[config.mk]
export PLATFORM = sky130hd
export DESIGN_NAME = pcbp_ctrl
export DESIGN_NICKNAME = d
export VERILOG_FILES = /design/src/rtl/core/pcbp_pkg.sv /design/src/rtl/core/pcbp_ctrl.sv
export SDC_FILE = /design/constraint.sdc
export NUM_CORES = 1
export LEC_CHECK = 0
export ABC_CLOCK_PERIOD_IN_PS = 4900
export BUFFER_PORTS_ARGS = -buffer_cell sky130_fd_sc_hd__buf_4
export CAP_MARGIN = 10
export CORE_ASPECT_RATIO = 1.25
export CORE_MARGIN = 5
export CORE_UTILIZATION = 57
export CTS_CLUSTER_SIZE = 25
export DETAILED_ROUTE_END_ITERATION = 8
export PLACE_DENSITY = 0.81
export SLEW_MARGIN = 40
export SYNTH_ARGS = -nofsm -noshare
export SYNTH_HDL_FRONTEND = slang
export SYNTH_SLANG_ARGS = --single-unit
[constraint.sdc]
create_clock -name clock -period 4.9 [get_ports clock]
set_clock_uncertainty 0.1 [all_clocks]
set_input_delay 0.245 -clock clock [delete_from_list [all_inputs] [get_ports clock]]
set_output_delay 0.245 -clock clock [all_outputs]
set_load 0.02 [all_outputs]
[src/rtl/core/pcbp_pkg.sv]
package pcbp_pkg;

   localparam int MAX_VERTICES = 64;
   localparam int ADDR_W = $clog2(MAX_VERTICES);
   localparam int CNT_W = 7;
   localparam int DIST_W = 35;

   localparam logic OP_LOAD = 1'b0;
   localparam logic OP_QUERY = 1'b1;

   typedef struct packed {
      logic               operation;
      logic [5:0]         vertex_index;
      logic signed [15:0] coord_x;
      logic signed [15:0] coord_y;
      logic signed [15:0] edge_dir_x;
      logic signed [15:0] edge_dir_y;
      logic [15:0]        edge_length;
      logic signed [15:0] edge_normal_x;
      logic signed [15:0] edge_normal_y;
   } req_type;

   typedef struct packed {
      logic               found;
      logic signed [15:0] closest_x;
      logic signed [15:0] closest_y;
      logic signed [15:0] normal_x;
      logic signed [15:0] normal_y;
      logic [DIST_W-1:0]  distance_squared;
   } rsp_type;

   typedef struct packed {
      logic signed [15:0] pos_x;
      logic signed [15:0] pos_y;
      logic signed [15:0] dir_x;
      logic signed [15:0] dir_y;
      logic [15:0]        len;
      logic signed [15:0] nrm_x;
      logic signed [15:0] nrm_y;
   } vertex_entry_type;

   localparam int ENTRY_W = $bits(vertex_entry_type);

   typedef struct packed {
      logic              load;
      logic              start;
      logic              rd_en;
      logic [ADDR_W-1:0] rd_addr;
      logic              edge_ready;
   } dp_cmd_type;

   typedef struct packed {
      logic busy;
   } dp_status_type;

endpackage

[src/rtl/core/pcbp_ctrl.sv]
module pcbp_ctrl import pcbp_pkg::*; (
   input  logic             clock,
   input  logic             reset,
   input  logic [CNT_W-1:0] count,
   input  logic             req_valid,
   output logic             req_ready,
   input  logic             req_op,
   output logic             rsp_valid,
   input  logic             rsp_ready,
   input  dp_status_type    status,
   output dp_cmd_type       cmd
);

   typedef enum logic [3:0] {
      ST_IDLE  = 4'b0001,
      ST_SCAN  = 4'b0010,
      ST_DRAIN = 4'b0100,
      ST_RESP  = 4'b1000
   } state_type;

   state_type        state_ff, state_in;
   logic [CNT_W-1:0] k_ff, k_in;
   logic             accept, last_rd;

   assign req_ready = (state_ff == ST_IDLE);
   assign rsp_valid = (state_ff == ST_RESP);
   assign accept = req_valid & req_ready;
   assign last_rd = (k_ff == count + CNT_W'(1));

   always_comb begin
      cmd.load = accept & (req_op == OP_LOAD);
      cmd.start = accept & (req_op == OP_QUERY);
      cmd.rd_en = (state_ff == ST_SCAN);
      cmd.edge_ready = (k_ff >= CNT_W'(2));
      if (k_ff == '0) begin
         cmd.rd_addr = ADDR_W'(count - CNT_W'(1));
      end else if (last_rd) begin
         cmd.rd_addr = '0;
      end else begin
         cmd.rd_addr = ADDR_W'(k_ff - CNT_W'(1));
      end
   end

   always_comb begin
      state_in = state_ff;
      k_in = k_ff;
      unique case (state_ff)
         ST_IDLE: begin
            k_in = '0;
            if (cmd.start) begin
               state_in = (count == '0) ? ST_RESP : ST_SCAN;
            end
         end
         ST_SCAN: begin
            k_in = k_ff + CNT_W'(1);
            if (last_rd) begin
               state_in = ST_DRAIN;
            end
         end
         ST_DRAIN: begin
            if (!status.busy) begin
               state_in = ST_RESP;
            end
         end
         ST_RESP: begin
            if (rsp_ready) begin
               state_in = ST_IDLE;
            end
         end
         default: state_in = ST_IDLE;
      endcase
   end

   always_ff @(posedge clock) begin
      if (reset) begin
         state_ff <= ST_IDLE;
         k_ff <= '0;
      end else begin
         state_ff <= state_in;
         k_ff <= k_in;
      end
   end

   a_scan_bound: assert property (@(posedge clock) disable iff (reset)
      (state_ff == ST_SCAN) |-> (k_ff <= count + CNT_W'(1)))
      else $error("edge read counter ran past the window end");

   a_resp_idle_dp: assert property (@(posedge clock) disable iff (reset)
      (state_ff == ST_RESP) |-> !status.busy)
      else $error("result offered while the datapath still works");

   a_empty_query: assert property (@(posedge clock) disable iff (reset)
      (cmd.start && count == '0) |=> (state_ff == ST_RESP))
      else $error("empty polygon query did not answer at once");

endmodule

Word-level counts from Yosys, hierarchy flattened
Cells that the tools add are included.

word-level totals
  output and inout port bits = 12
  word-level logic and storage cells = 33
  register bits = 11
  bits of input ports = 13

operators by class
  reductions and logical operators = 4
  add/sub/neg operators = 4
  order comparisons = 1
  equality and inequality tests = 9
  bitwise logic cells = 4
  multiplexer cells = 9

operators by type and width
  operator               number
  $mux W4                5
  $pmux W4 S4            1
  $add A7 B1 Y7 const B  2
  $logic_not A7 Y1       2
  $pmux W7 S2            1
  $mux W6                2
  $sub A6 B1 Y6 const B  2
  $eq A7 B7 Y1           1
  $ge A7 B2 Y1 const B   1
  $ne A2 B1 Y1 const B   3
  $eq A4 B1 Y1 const B   1
  $eq A4 B2 Y1 const B   1
  $eq A4 B3 Y1 const B   1
  $eq A4 B4 Y1 const B   1
  $reduce_and A4 Y1      1
  $and A1 B1 Y1          3
  $ne A2 B2 Y1 const B   1
  $reduce_bool A2 Y1     1
  $not A1 Y1             1

Logic depth before layout (Yosys ltp)
Gate-level depths: netlist of run 1.

  depth after elaboration = 5
  gate-level depth with buffers = 7
  depth with buffers taken out = 7

Worst setup path before layout of run 1
No wires, ideal clock.

  path type = in2out
  from = input port count[0]
  to = output port cmd[3] in the netlist's numbering
  path buffers = 0
  slack = 2.760 ns
  data arrival time = 1.795 ns
  cell stages on the path = 6
  data required time = 4.555 ns
  cells stage by stage = ha_1 -> nand3_1 -> and3_1 -> o41a_1 -> o211a_4 -> o22ai_1

RTL lines
  element          line             RTL
  start, declared  pcbp_ctrl.sv:4   input logic [CNT_W-1:0] count,
  end, declared    pcbp_ctrl.sv:11  output dp_cmd_type cmd

==> impl_metrics.py, run 1 <==
metrics = {
    "sta": {
        "maxSlewHeadroom": 0.721,
        "max_freq_mhz": 395,
        "unrepaired_setup_endpoints_after_global_routing": "false",
        "worst_slew_pin_slew_ps": 408,
        "timing.final.crit_share": 0.517,
        "timing.setup.tns_ps": 0,
        "timing.final.max_slew_violations": 0,
        "setup_violations": 0,
        "hold_violations": 0,
        "post-route-min-period_ps": 2530,
    },
    "synthesis": {
        "ys_async_sr_fraction": 0,
        "synth_fp_nets": 161,
        "ys_seq_area_frac": 0.206,
        "synth_top_flop_cell": "sky130_fd_sc_hd__dfxtp_1",
        "synth.ff_latch_count": 11,
        "ys_types": 39,
        "synth.cell_area_sq_um": 1070,
        "synthesis.yosys.warnings": 0,
        "number_of_flops_mapped_to_enable_cells_by_yosys": 0,
        "synth_cells": 142,
        "syn-mean-instance-area_sq_um": 7.54,
    },
    "route": {
        "postRouteAntennaNets": 0,
        "drt_drc_violations_left": 0,
        "detailedRoute.firstIterationViolations": 19,
        "dr_total_vias": 1132,
        "wl_per_cell_microns": 15.0,
        "drt_wl_total_microns": 2710,
        "detail_route.vias_per_cell": 6.25,
        "first_pass_iters": 4,
    },
    "final_layout": {
        "fin_cells": 181,
        "area_growth_syn_to_layout_pct": 18.6,
        "fillers": 153,
        "post-route-cell-area_sq_um": 1270,
        "multi_input_combinational_cell_area_sq_um": 797,
        "design.final.nets": 182,
        "ff_latch_area_sq_um": 220,
        "diodes": 0,
        "mostFrequentLayoutCells": "sky130_fd_sc_hd__buf_4, sky130_fd_sc_hd__nor2_1, sky130_fd_sc_hd__nand2_1, sky130_fd_sc_hd__dfxtp_1, sky130_fd_sc_hd__xnor2_1",
        "final_standard_cell_utilization_of_the_core": 0.711,
        "layout-drive-gt1-share": 0.198,
        "mostFrequentLayoutCell": "sky130_fd_sc_hd__buf_4",
    },
    "clock_network": {
        "cts.root.buffer_cell": "sky130_fd_sc_hd__clkbuf_4",
        "clk_sink_count": 11,
        "clock_insertion_delay_worst_skew_ps": 280,
        "numCtsBuffers": 3,
        "worst_setup_hold_path_clk_slew_ps": 80,
        "cts_resized": 0,
        "cts-root-to-sink-buffers": 2,
        "clock_tree_from_tritoncts": "done",
        "cts-hold-fix-buffers": 0,
        "cts_post_setup_buffers_inserted": 0,
        "htree_levels": 1,
    },
    "grt": {
        "grt_first_pass_wirelength_microns": 4690,
        "grt_pass1_vias": 1076,
        "grt.overflow.total": 0,
        "gr-usage-all-layers": 0.201,
        "pin_count_of_the_biggest_net_entering_global_routing": 13,
        "grt_antenna_before_repair": 0,
    },
    "placement": {
        "placed_cells_incl_taps": 177,
        "detailedPlacementHpwl_microns": 2100,
        "post_dp_cell_area_sq_um": 1240,
        "gp_congestion": 0.879,
        "port_buffers": 24,
    },
    "power": {
        "power.leakage_nw": 0.498,
        "cell_internal_pwr_uw": 181,
        "sequentialPowerShare": 0.344,
        "clock_power_share": 0.219,
        "net_switching_power_of_the_design_uw": 123,
        "power.ir.vdd_worst_uv": 188,
        "sw_frac_of_total": 0.406,
        "power.share.combinational": 0.438,
        "power_density_nw_per_um2": 239,
    },
    "worst_setup_path": {
        "critical_path.startpoint_type": "flip-flop",
        "critical_path_start_end_classification": "reg -> out",
        "cp.required_ps": 4550,
        "timing.critical_path.arrival_ps": 2190,
        "critical_path_endpoint_category": "primary output",
        "crit_fanout": 7,
    },
    "die": {
        "placement_rows": 17,
        "fp.dieW_microns": 48.8,
        "area_of_the_die_sq_um": 2850,
        "fp.dieH_microns": 58.5,
        "initial_core_util": 0.599,
        "io-pin-count": 25,
        "fp.coreArea_sq_um": 1790,
    },
    "worst_hold_path": {
        "hp-class": "in -> reg",
    },
    "job": {
        "drv_cap": 0,
    },
    "run_status": {
        "outcome": "finished, final reports clean",
    },
}
[worst max-delay path, stage by stage (launching register included)]
cell and delay (ps):
sky130_fd_sc_hd__dfxtp_1 450, sky130_fd_sc_hd__xnor2_1 120, sky130_fd_sc_hd__or3_4 400, sky130_fd_sc_hd__a2111oi_4 400
sky130_fd_sc_hd__o211a_4 260, sky130_fd_sc_hd__o22ai_1 100, sky130_fd_sc_hd__buf_4 180
[area by class of cell]
type	count	area share
Inverter	6	0.0177
Tap cell	19	0.0187
Clock buffer	4	0.0207
Timing Repair Buffer	24	0.142
Multi-Input combinational cell	117	0.628
Sequential cell	11	0.173
[worst paths after layout]
| check | start | to | slack (ps) | depth (start not counted) |
|---|---|---|---|---|
| worst max register to register | k_ff[5] | state_ff[1] | 3000 | 5 |
| worst min-delay path | reset | state_ff[2] | 110 | 2 |
| worst max-delay path | k_ff[5] | cmd[3] | 2370 | 6 |
| worst min register to register | state_ff[3] | state_ff[0] | 480 | 2 |
[power groups by stage]
stage / logic (mW) / registers (mW) / clock network (mW)
after global routing: 0.147 / 0.105 / 0.0704
after CTS: 0.133 / 0.104 / 0.0664
after detailed placement: 0.132 / 0.106 / 0
final: 0.133 / 0.104 / 0.0665
after global placement: 0.129 / 0.105 / 0
after floorplan: 0.0874 / 0.103 / 0
[synth_stat cells (all sizes together) (3+ instances only)]
master,instances,share of area
o22ai,6,0.035
o21ai,5,0.023
nor3b,3,0.021
nand2,15,0.053
nor3,6,0.028
and3,3,0.018
xor2,7,0.057
ha,6,0.070
nand3,6,0.028
inv,5,0.018
clkbuf,7,0.025
a21oi,8,0.037
nor2,15,0.053
nand3b,4,0.028
xnor2,10,0.082
dfxtp,11,0.21
[metrics by stage]
stage	hold WS, ps	power, mW	worst slack, ps
after global placement	409	0.234	2650
after floorplan	235	0.191	2760
final	111	0.304	2370
after global routing	121	0.322	2280
after detailed placement	414	0.238	2600
after CTS	113	0.303	2380
[registers in the layout (all words and copies together), names as in the netlist]
name,count
k_ff,7
state_ff,4
[routing by layer]
layer | vias up | global-route usage | routed length [microns]
li1 | 550 | - | -
met1 | 525 | 0.214 | 1090
met2 | 50 | 0.353 | 1360
met3 | 7 | 0.0557 | 207
met4 | 0 | 0.123 | 63
met5 | - | 0 | 0
[kinds of logic after synthesis]
| kind of cell | Yosys count | share of synthesized area |
|---|---|---|
| AND/OR/NAND/NOR | 65 | 0.331 |
| AO/OA/AOI/OAI | 28 | 0.194 |
| XOR/XNOR | 17 | 0.139 |
| buffers and inverters | 14 | 0.0502 |
| flip-flops | 11 | 0.206 |
| adder cells (fa/ha/maj) | 6 | 0.0701 |
| multiplexers | 1 | 0.0105 |
(Power assumes the default switching activity.)
==> inputs of run 2 (changes only) <==
--- a/config.mk
+++ b/config.mk
@@ -5,15 +5,15 @@
 export SDC_FILE = /design/constraint.sdc
 export NUM_CORES = 1
 export LEC_CHECK = 0
-export ABC_CLOCK_PERIOD_IN_PS = 4900
+export ABC_CLOCK_PERIOD_IN_PS = 2300
 export BUFFER_PORTS_ARGS = -buffer_cell sky130_fd_sc_hd__buf_4
 export CAP_MARGIN = 10
 export CORE_ASPECT_RATIO = 1.25
 export CORE_MARGIN = 5
-export CORE_UTILIZATION = 57
+export CORE_UTILIZATION = 48
 export CTS_CLUSTER_SIZE = 25
 export DETAILED_ROUTE_END_ITERATION = 8
-export PLACE_DENSITY = 0.81
+export PLACE_DENSITY = 0.72
 export SLEW_MARGIN = 40
 export SYNTH_ARGS = -nofsm -noshare
 export SYNTH_HDL_FRONTEND = slang
==> constraint.sdc (replaced) <==
create_clock -name clock -period 2.3 [get_ports clock]
set_clock_uncertainty 0.1 [all_clocks]
set_input_delay 0.115 -clock clock [delete_from_list [all_inputs] [get_ports clock]]
set_output_delay 0.115 -clock clock [all_outputs]
set_load 0.02 [all_outputs]
==> impl_metrics.py, run 2 (synthesis gave the netlist of run 1 again) <==
metrics = {
    "route": {
        "wl_per_cell_microns": 13.4,
        "drt_wl_total_microns": 2630,
        "postRouteAntennaNets": 0,
        "dr_total_vias": 1105,
        "detail_route.vias_per_cell": 5.64,
        "first_pass_iters": 4,
        "detailedRoute.firstIterationViolations": 20,
        "drt_drc_violations_left": 0,
    },
    "grt": {
        "gr-usage-all-layers": 0.168,
        "pin_count_of_the_biggest_net_entering_global_routing": 13,
        "grt_pass1_vias": 974,
        "grt_antenna_before_repair": 0,
        "grt_first_pass_wirelength_microns": 4340,
        "grt.overflow.total": 0,
    },
    "placement": {
        "detailedPlacementHpwl_microns": 2070,
        "port_buffers": 24,
        "gp_congestion": 0.778,
        "post_dp_cell_area_sq_um": 1270,
        "place_worst_setup_slack_ps": 219,
        "placed_cells_incl_taps": 190,
    },
    "sta": {
        "timing.final.max_slew_violations": 0,
        "final.hold.worst_slack_ps": 39.0,
        "max_freq_mhz": 449,
        "post-route-min-period_ps": 2230,
        "setup_violations": 0,
        "unrepaired_setup_endpoints_after_global_routing": "true",
        "worst_slew_pin_slew_ps": 426,
        "final_worst_path_setup_slack_ps": 73.8,
        "hold_violations": 0,
        "timing.final.crit_share": 0.968,
        "timing.setup.tns_ps": 0,
        "maxSlewHeadroom": 0.709,
    },
    "final_layout": {
        "area_growth_syn_to_layout_pct": 23.1,
        "fin_cells": 196,
        "design.final.nets": 185,
        "mostFrequentLayoutCell": "sky130_fd_sc_hd__buf_4",
        "mostFrequentLayoutCells": "sky130_fd_sc_hd__buf_4, sky130_fd_sc_hd__nor2_1, sky130_fd_sc_hd__nand2_1, sky130_fd_sc_hd__xnor2_1",
        "fillers": 191,
        "diodes": 0,
        "final_standard_cell_utilization_of_the_core": 0.610,
        "layout-drive-gt1-share": 0.230,
        "registers_with_the_most_flip_flops": "k_ff: 7 flops, state_ff: 4 flops",
        "largest_register_ffs": 7,
        "post-route-cell-area_sq_um": 1320,
        "regMostFlops": "k_ff",
    },
    "die": {
        "fp.dieH_microns": 62.8,
        "area_of_the_die_sq_um": 3280,
        "fp.coreArea_sq_um": 2160,
        "placement_rows": 19,
        "io-pin-count": 25,
        "fp.dieW_microns": 52.3,
        "initial_core_util": 0.495,
    },
    "power": {
        "power.ir.vdd_worst_uv": 402,
        "power.leakage_nw": 0.514,
        "power_uw": 641,
        "power_density_nw_per_um2": 486,
    },
    "clock_network": {
        "cts-root-to-sink-buffers": 2,
        "clk_sink_count": 11,
        "cts.root.buffer_cell": "sky130_fd_sc_hd__clkbuf_4",
        "clock_insertion_delay_worst_skew_ps": 270,
        "clock_tree_from_tritoncts": "done",
        "worst_setup_hold_path_clk_slew_ps": 80,
        "numCtsBuffers": 3,
        "htree_levels": 1,
    },
    "worst_setup_path": {
        "timing.critical_path.arrival_ps": 2010,
        "crit_fanout": 7,
        "critical_path.startpoint_type": "flip-flop",
        "critical_path_endpoint_category": "primary output",
        "cp.required_ps": 2090,
        "critical_path_start_end_classification": "reg -> out",
    },
    "run_status": {
        "outcome": "finished, final reports clean",
    },
    "job": {
        "drv_cap": 0,
    },
    "worst_hold_path": {
        "hp-class": "in -> reg",
    },
}
[run 2: layout make-up]
| type | instances | area, sq um | area share |
|---|---|---|---|
| clock buffers | 4 | 26.3 | 0.0199 |
| well taps | 31 | 38.8 | 0.0294 |
| repair buffers | 27 | 205 | 0.156 |
| inverters | 6 | 22.5 | 0.0171 |
| flip-flops and latches | 11 | 226 | 0.172 |
| multi-input cells | 117 | 800 | 0.606 |
[run 2: path summary, 6_finish.rpt]
check	from	endpoint	slack, ps	depth (start not counted)
worst max-delay path	k_ff[5]	cmd[3]	70	6
worst min-delay path	status	state_ff[2]	40	3
worst max register to register	state_ff[0]	k_ff[3]	420	5
worst min register to register	state_ff[3]	state_ff[0]	470	2
[run 2: per-layer routing]
metal  vias to the layer above  GRT usage  part of all wire
li1                        549          -                 -
met1                       513      0.201              0.41
met2                        34      0.280              0.50
met3                         9     0.0286             0.062
met4                         0     0.0831             0.030
met5                         -          0                 0
[run 2: where the power goes]
group	switching, mW	internal [mW]
clock network	0.0702	0.0673
logic	0.167	0.117
registers	0.0191	0.200
[run 2: what timing repair did]
| action | in CTS | in global routing |
|---|---|---|
| pin swaps | 2 | 3 |
| gates resized for setup | 1 | 4 |
| setup endpoints to repair | 6 | 6 |
| cloned | 0 | 0 |
| hold buffers | 1 | 0 |
| hold endpoints to repair | 3 | 0 |
| buffers inserted | 0 | 1 |
[run 2: critical path: stages, from the launching register on]
cell and delay [ps]:
sky130_fd_sc_hd__dfxtp_4 350, sky130_fd_sc_hd__xnor2_1 130, sky130_fd_sc_hd__or3_4 340, sky130_fd_sc_hd__a2111oi_4 390
sky130_fd_sc_hd__o211a_4 260, sky130_fd_sc_hd__o22ai_1 100, sky130_fd_sc_hd__buf_4 170
==> inputs of run 3 (changes only) <==
--- a/config.mk
+++ b/config.mk
@@ -6,11 +6,12 @@
 export NUM_CORES = 1
 export LEC_CHECK = 0
 export ABC_CLOCK_PERIOD_IN_PS = 2300
-export BUFFER_PORTS_ARGS = -buffer_cell sky130_fd_sc_hd__buf_4
+export BUFFER_PORTS_ARGS = -buffer_cell sky130_fd_sc_hd__buf_2
 export CAP_MARGIN = 10
 export CORE_ASPECT_RATIO = 1.25
 export CORE_MARGIN = 5
 export CORE_UTILIZATION = 48
+export CTS_CLUSTER_DIAMETER = 30
 export CTS_CLUSTER_SIZE = 25
 export DETAILED_ROUTE_END_ITERATION = 8
 export PLACE_DENSITY = 0.72
==> impl_metrics.py, run 3 (synthesis gave the netlist of run 1 again) <==
metrics = {
    "clock_network": {
        "clock_tree_from_tritoncts": "done",
        "numCtsBuffers": 3,
        "clk_sink_count": 11,
        "cts-hold-fix-buffers": 0,
        "cts-root-to-sink-buffers": 2,
        "worst_setup_hold_path_clk_slew_ps": 70,
        "cts.root.buffer_cell": "sky130_fd_sc_hd__clkbuf_4",
        "clock_insertion_delay_worst_skew_ps": 270,
        "htree_levels": 1,
    },
    "grt": {
        "grt_first_pass_wirelength_microns": 4440,
        "grt_antenna_before_repair": 0,
        "gr-usage-all-layers": 0.169,
        "grt.overflow.total": 0,
        "pin_count_of_the_biggest_net_entering_global_routing": 13,
        "grt_pass1_vias": 1011,
    },
    "route": {
        "wl_per_cell_microns": 13.8,
        "dr_total_vias": 1093,
        "drt_wl_total_microns": 2710,
        "postRouteAntennaNets": 0,
        "detail_route.vias_per_cell": 5.58,
        "drt_drc_violations_left": 0,
        "detailedRoute.firstIterationViolations": 12,
        "first_pass_iters": 4,
    },
    "final_layout": {
        "area_growth_syn_to_layout_pct": 18.6,
        "mostFrequentLayoutCell": "sky130_fd_sc_hd__buf_2",
        "regMostFlops": "k_ff",
        "layout-drive-gt1-share": 0.248,
        "registers_with_the_most_flip_flops": "k_ff: 7 flops, state_ff: 4 flops",
        "design.final.nets": 185,
        "final_standard_cell_utilization_of_the_core": 0.587,
        "diodes": 0,
        "mostFrequentLayoutCells": "sky130_fd_sc_hd__buf_2, sky130_fd_sc_hd__nor2_1, sky130_fd_sc_hd__nand2_1, sky130_fd_sc_hd__xnor2_1",
        "largest_register_ffs": 7,
    },
    "placement": {
        "port_buffers": 24,
        "detailedPlacementHpwl_microns": 2070,
        "gp_congestion": 0.779,
    },
    "worst_hold_path": {
        "hp-class": "in -> reg",
    },
    "sta": {
        "timing.setup.tns_ps": 0,
        "post-route-min-period_ps": 2240,
        "max_freq_mhz": 447,
        "hold_violations": 0,
        "timing.final.max_slew_violations": 0,
        "setup_violations": 0,
        "worst_slew_pin_slew_ps": 453,
        "maxSlewHeadroom": 0.690,
        "timing.final.crit_share": 0.973,
    },
    "worst_setup_path": {
        "cp.required_ps": 2090,
        "crit_fanout": 7,
        "critical_path_start_end_classification": "reg -> out",
        "slowest_delay_ps": 400,
        "timing.critical_path.arrival_ps": 2020,
        "critical_path.slowest_cell": "sky130_fd_sc_hd__a2111oi_4",
        "count_of_buffer_and_inverter_cells_on_the_critical_path": 1,
        "critical_path.startpoint_type": "flip-flop",
        "critical_path_endpoint_category": "primary output",
        "cp_delay_by_family_top": "compound AO/OA/AOI/OAI gates",
        "cp_cell_sequence": "xnor2_1, or3_4, a2111oi_4, o211a_4, o22ai_2, buf_4",
    },
    "die": {
        "fp.dieW_microns": 52.3,
        "io-pin-count": 25,
        "fp.coreArea_sq_um": 2160,
        "fp.dieH_microns": 62.8,
        "placement_rows": 19,
        "area_of_the_die_sq_um": 3280,
        "initial_core_util": 0.495,
    },
    "run_status": {
        "outcome": "finished, final reports clean",
    },
    "power": {
        "power.ir.vdd_worst_uv": 322,
        "power_density_nw_per_um2": 486,
        "power.leakage_nw": 0.503,
    },
    "job": {
        "drv_cap": 0,
    },
}
-- run 3: final timing paths --
check / start / end / slack [ps] / cells after the start
min reg2reg: k_ff[0] / k_ff[0] / 460 / 2
min: status / state_ff[2] / 50 / 3
max: k_ff[5] / cmd[5] / 60 / 6
max reg2reg: state_ff[1] / k_ff[5] / 400 / 3
-- run 3: layer usage --
metal / routed length, microns / vias to the layer above / GRT usage
li1: - / 551 / -
met4: 22 / 0 / 0.0639
met5: 0 / - / 0
met2: 1410 / 36 / 0.288
met1: 1180 / 500 / 0.211
met3: 102 / 6 / 0.0215
-- run 3: worst min-delay path, stage by stage --
cell	delay, ps
sky130_fd_sc_hd__buf_2	100
sky130_fd_sc_hd__nand3_1	80
sky130_fd_sc_hd__a21oi_1	60
-- run 3: final cells by class --
type,instances,area [sq um]
tap,31,38.8
multi-input combinational,117,811
timing repair buffer,27,145
inverter,6,22.5
sequential,11,226
clock buffer,4,26.3
fill,207,893
-- run 3: what timing repair did --
action / CTS / global route
pin swaps: 2 / 3
gates resized for setup: 1 / 7
setup endpoints to repair: 6 / 6
setup buffers: 0 / 2
-- run 3: where the power goes --
part	internal [mW]	switching [mW]	total, mW
Sequential	0.200	0.0195	0.220
Combinational	0.0966	0.167	0.264
Clock	0.0671	0.0661	0.133
-- run 3: stage by stage --
step | hold WS (ps) | std cells | worst slack [ps] | total power [mW] | cell area [sq um]
floorplan | 105 | 142 | 360 | 0.406 | 1070
detailed placement | 328 | 190 | 109 | 0.480 | 1210
global placement | 325 | 190 | 210 | 0.478 | 1210
CTS | 47.3 | 194 | 24.1 | 0.615 | 1230
finish | 46.9 | 196 | 62.0 | 0.617 | 1270
global route | 60.7 | 196 | -19.3 | 0.653 | 1270
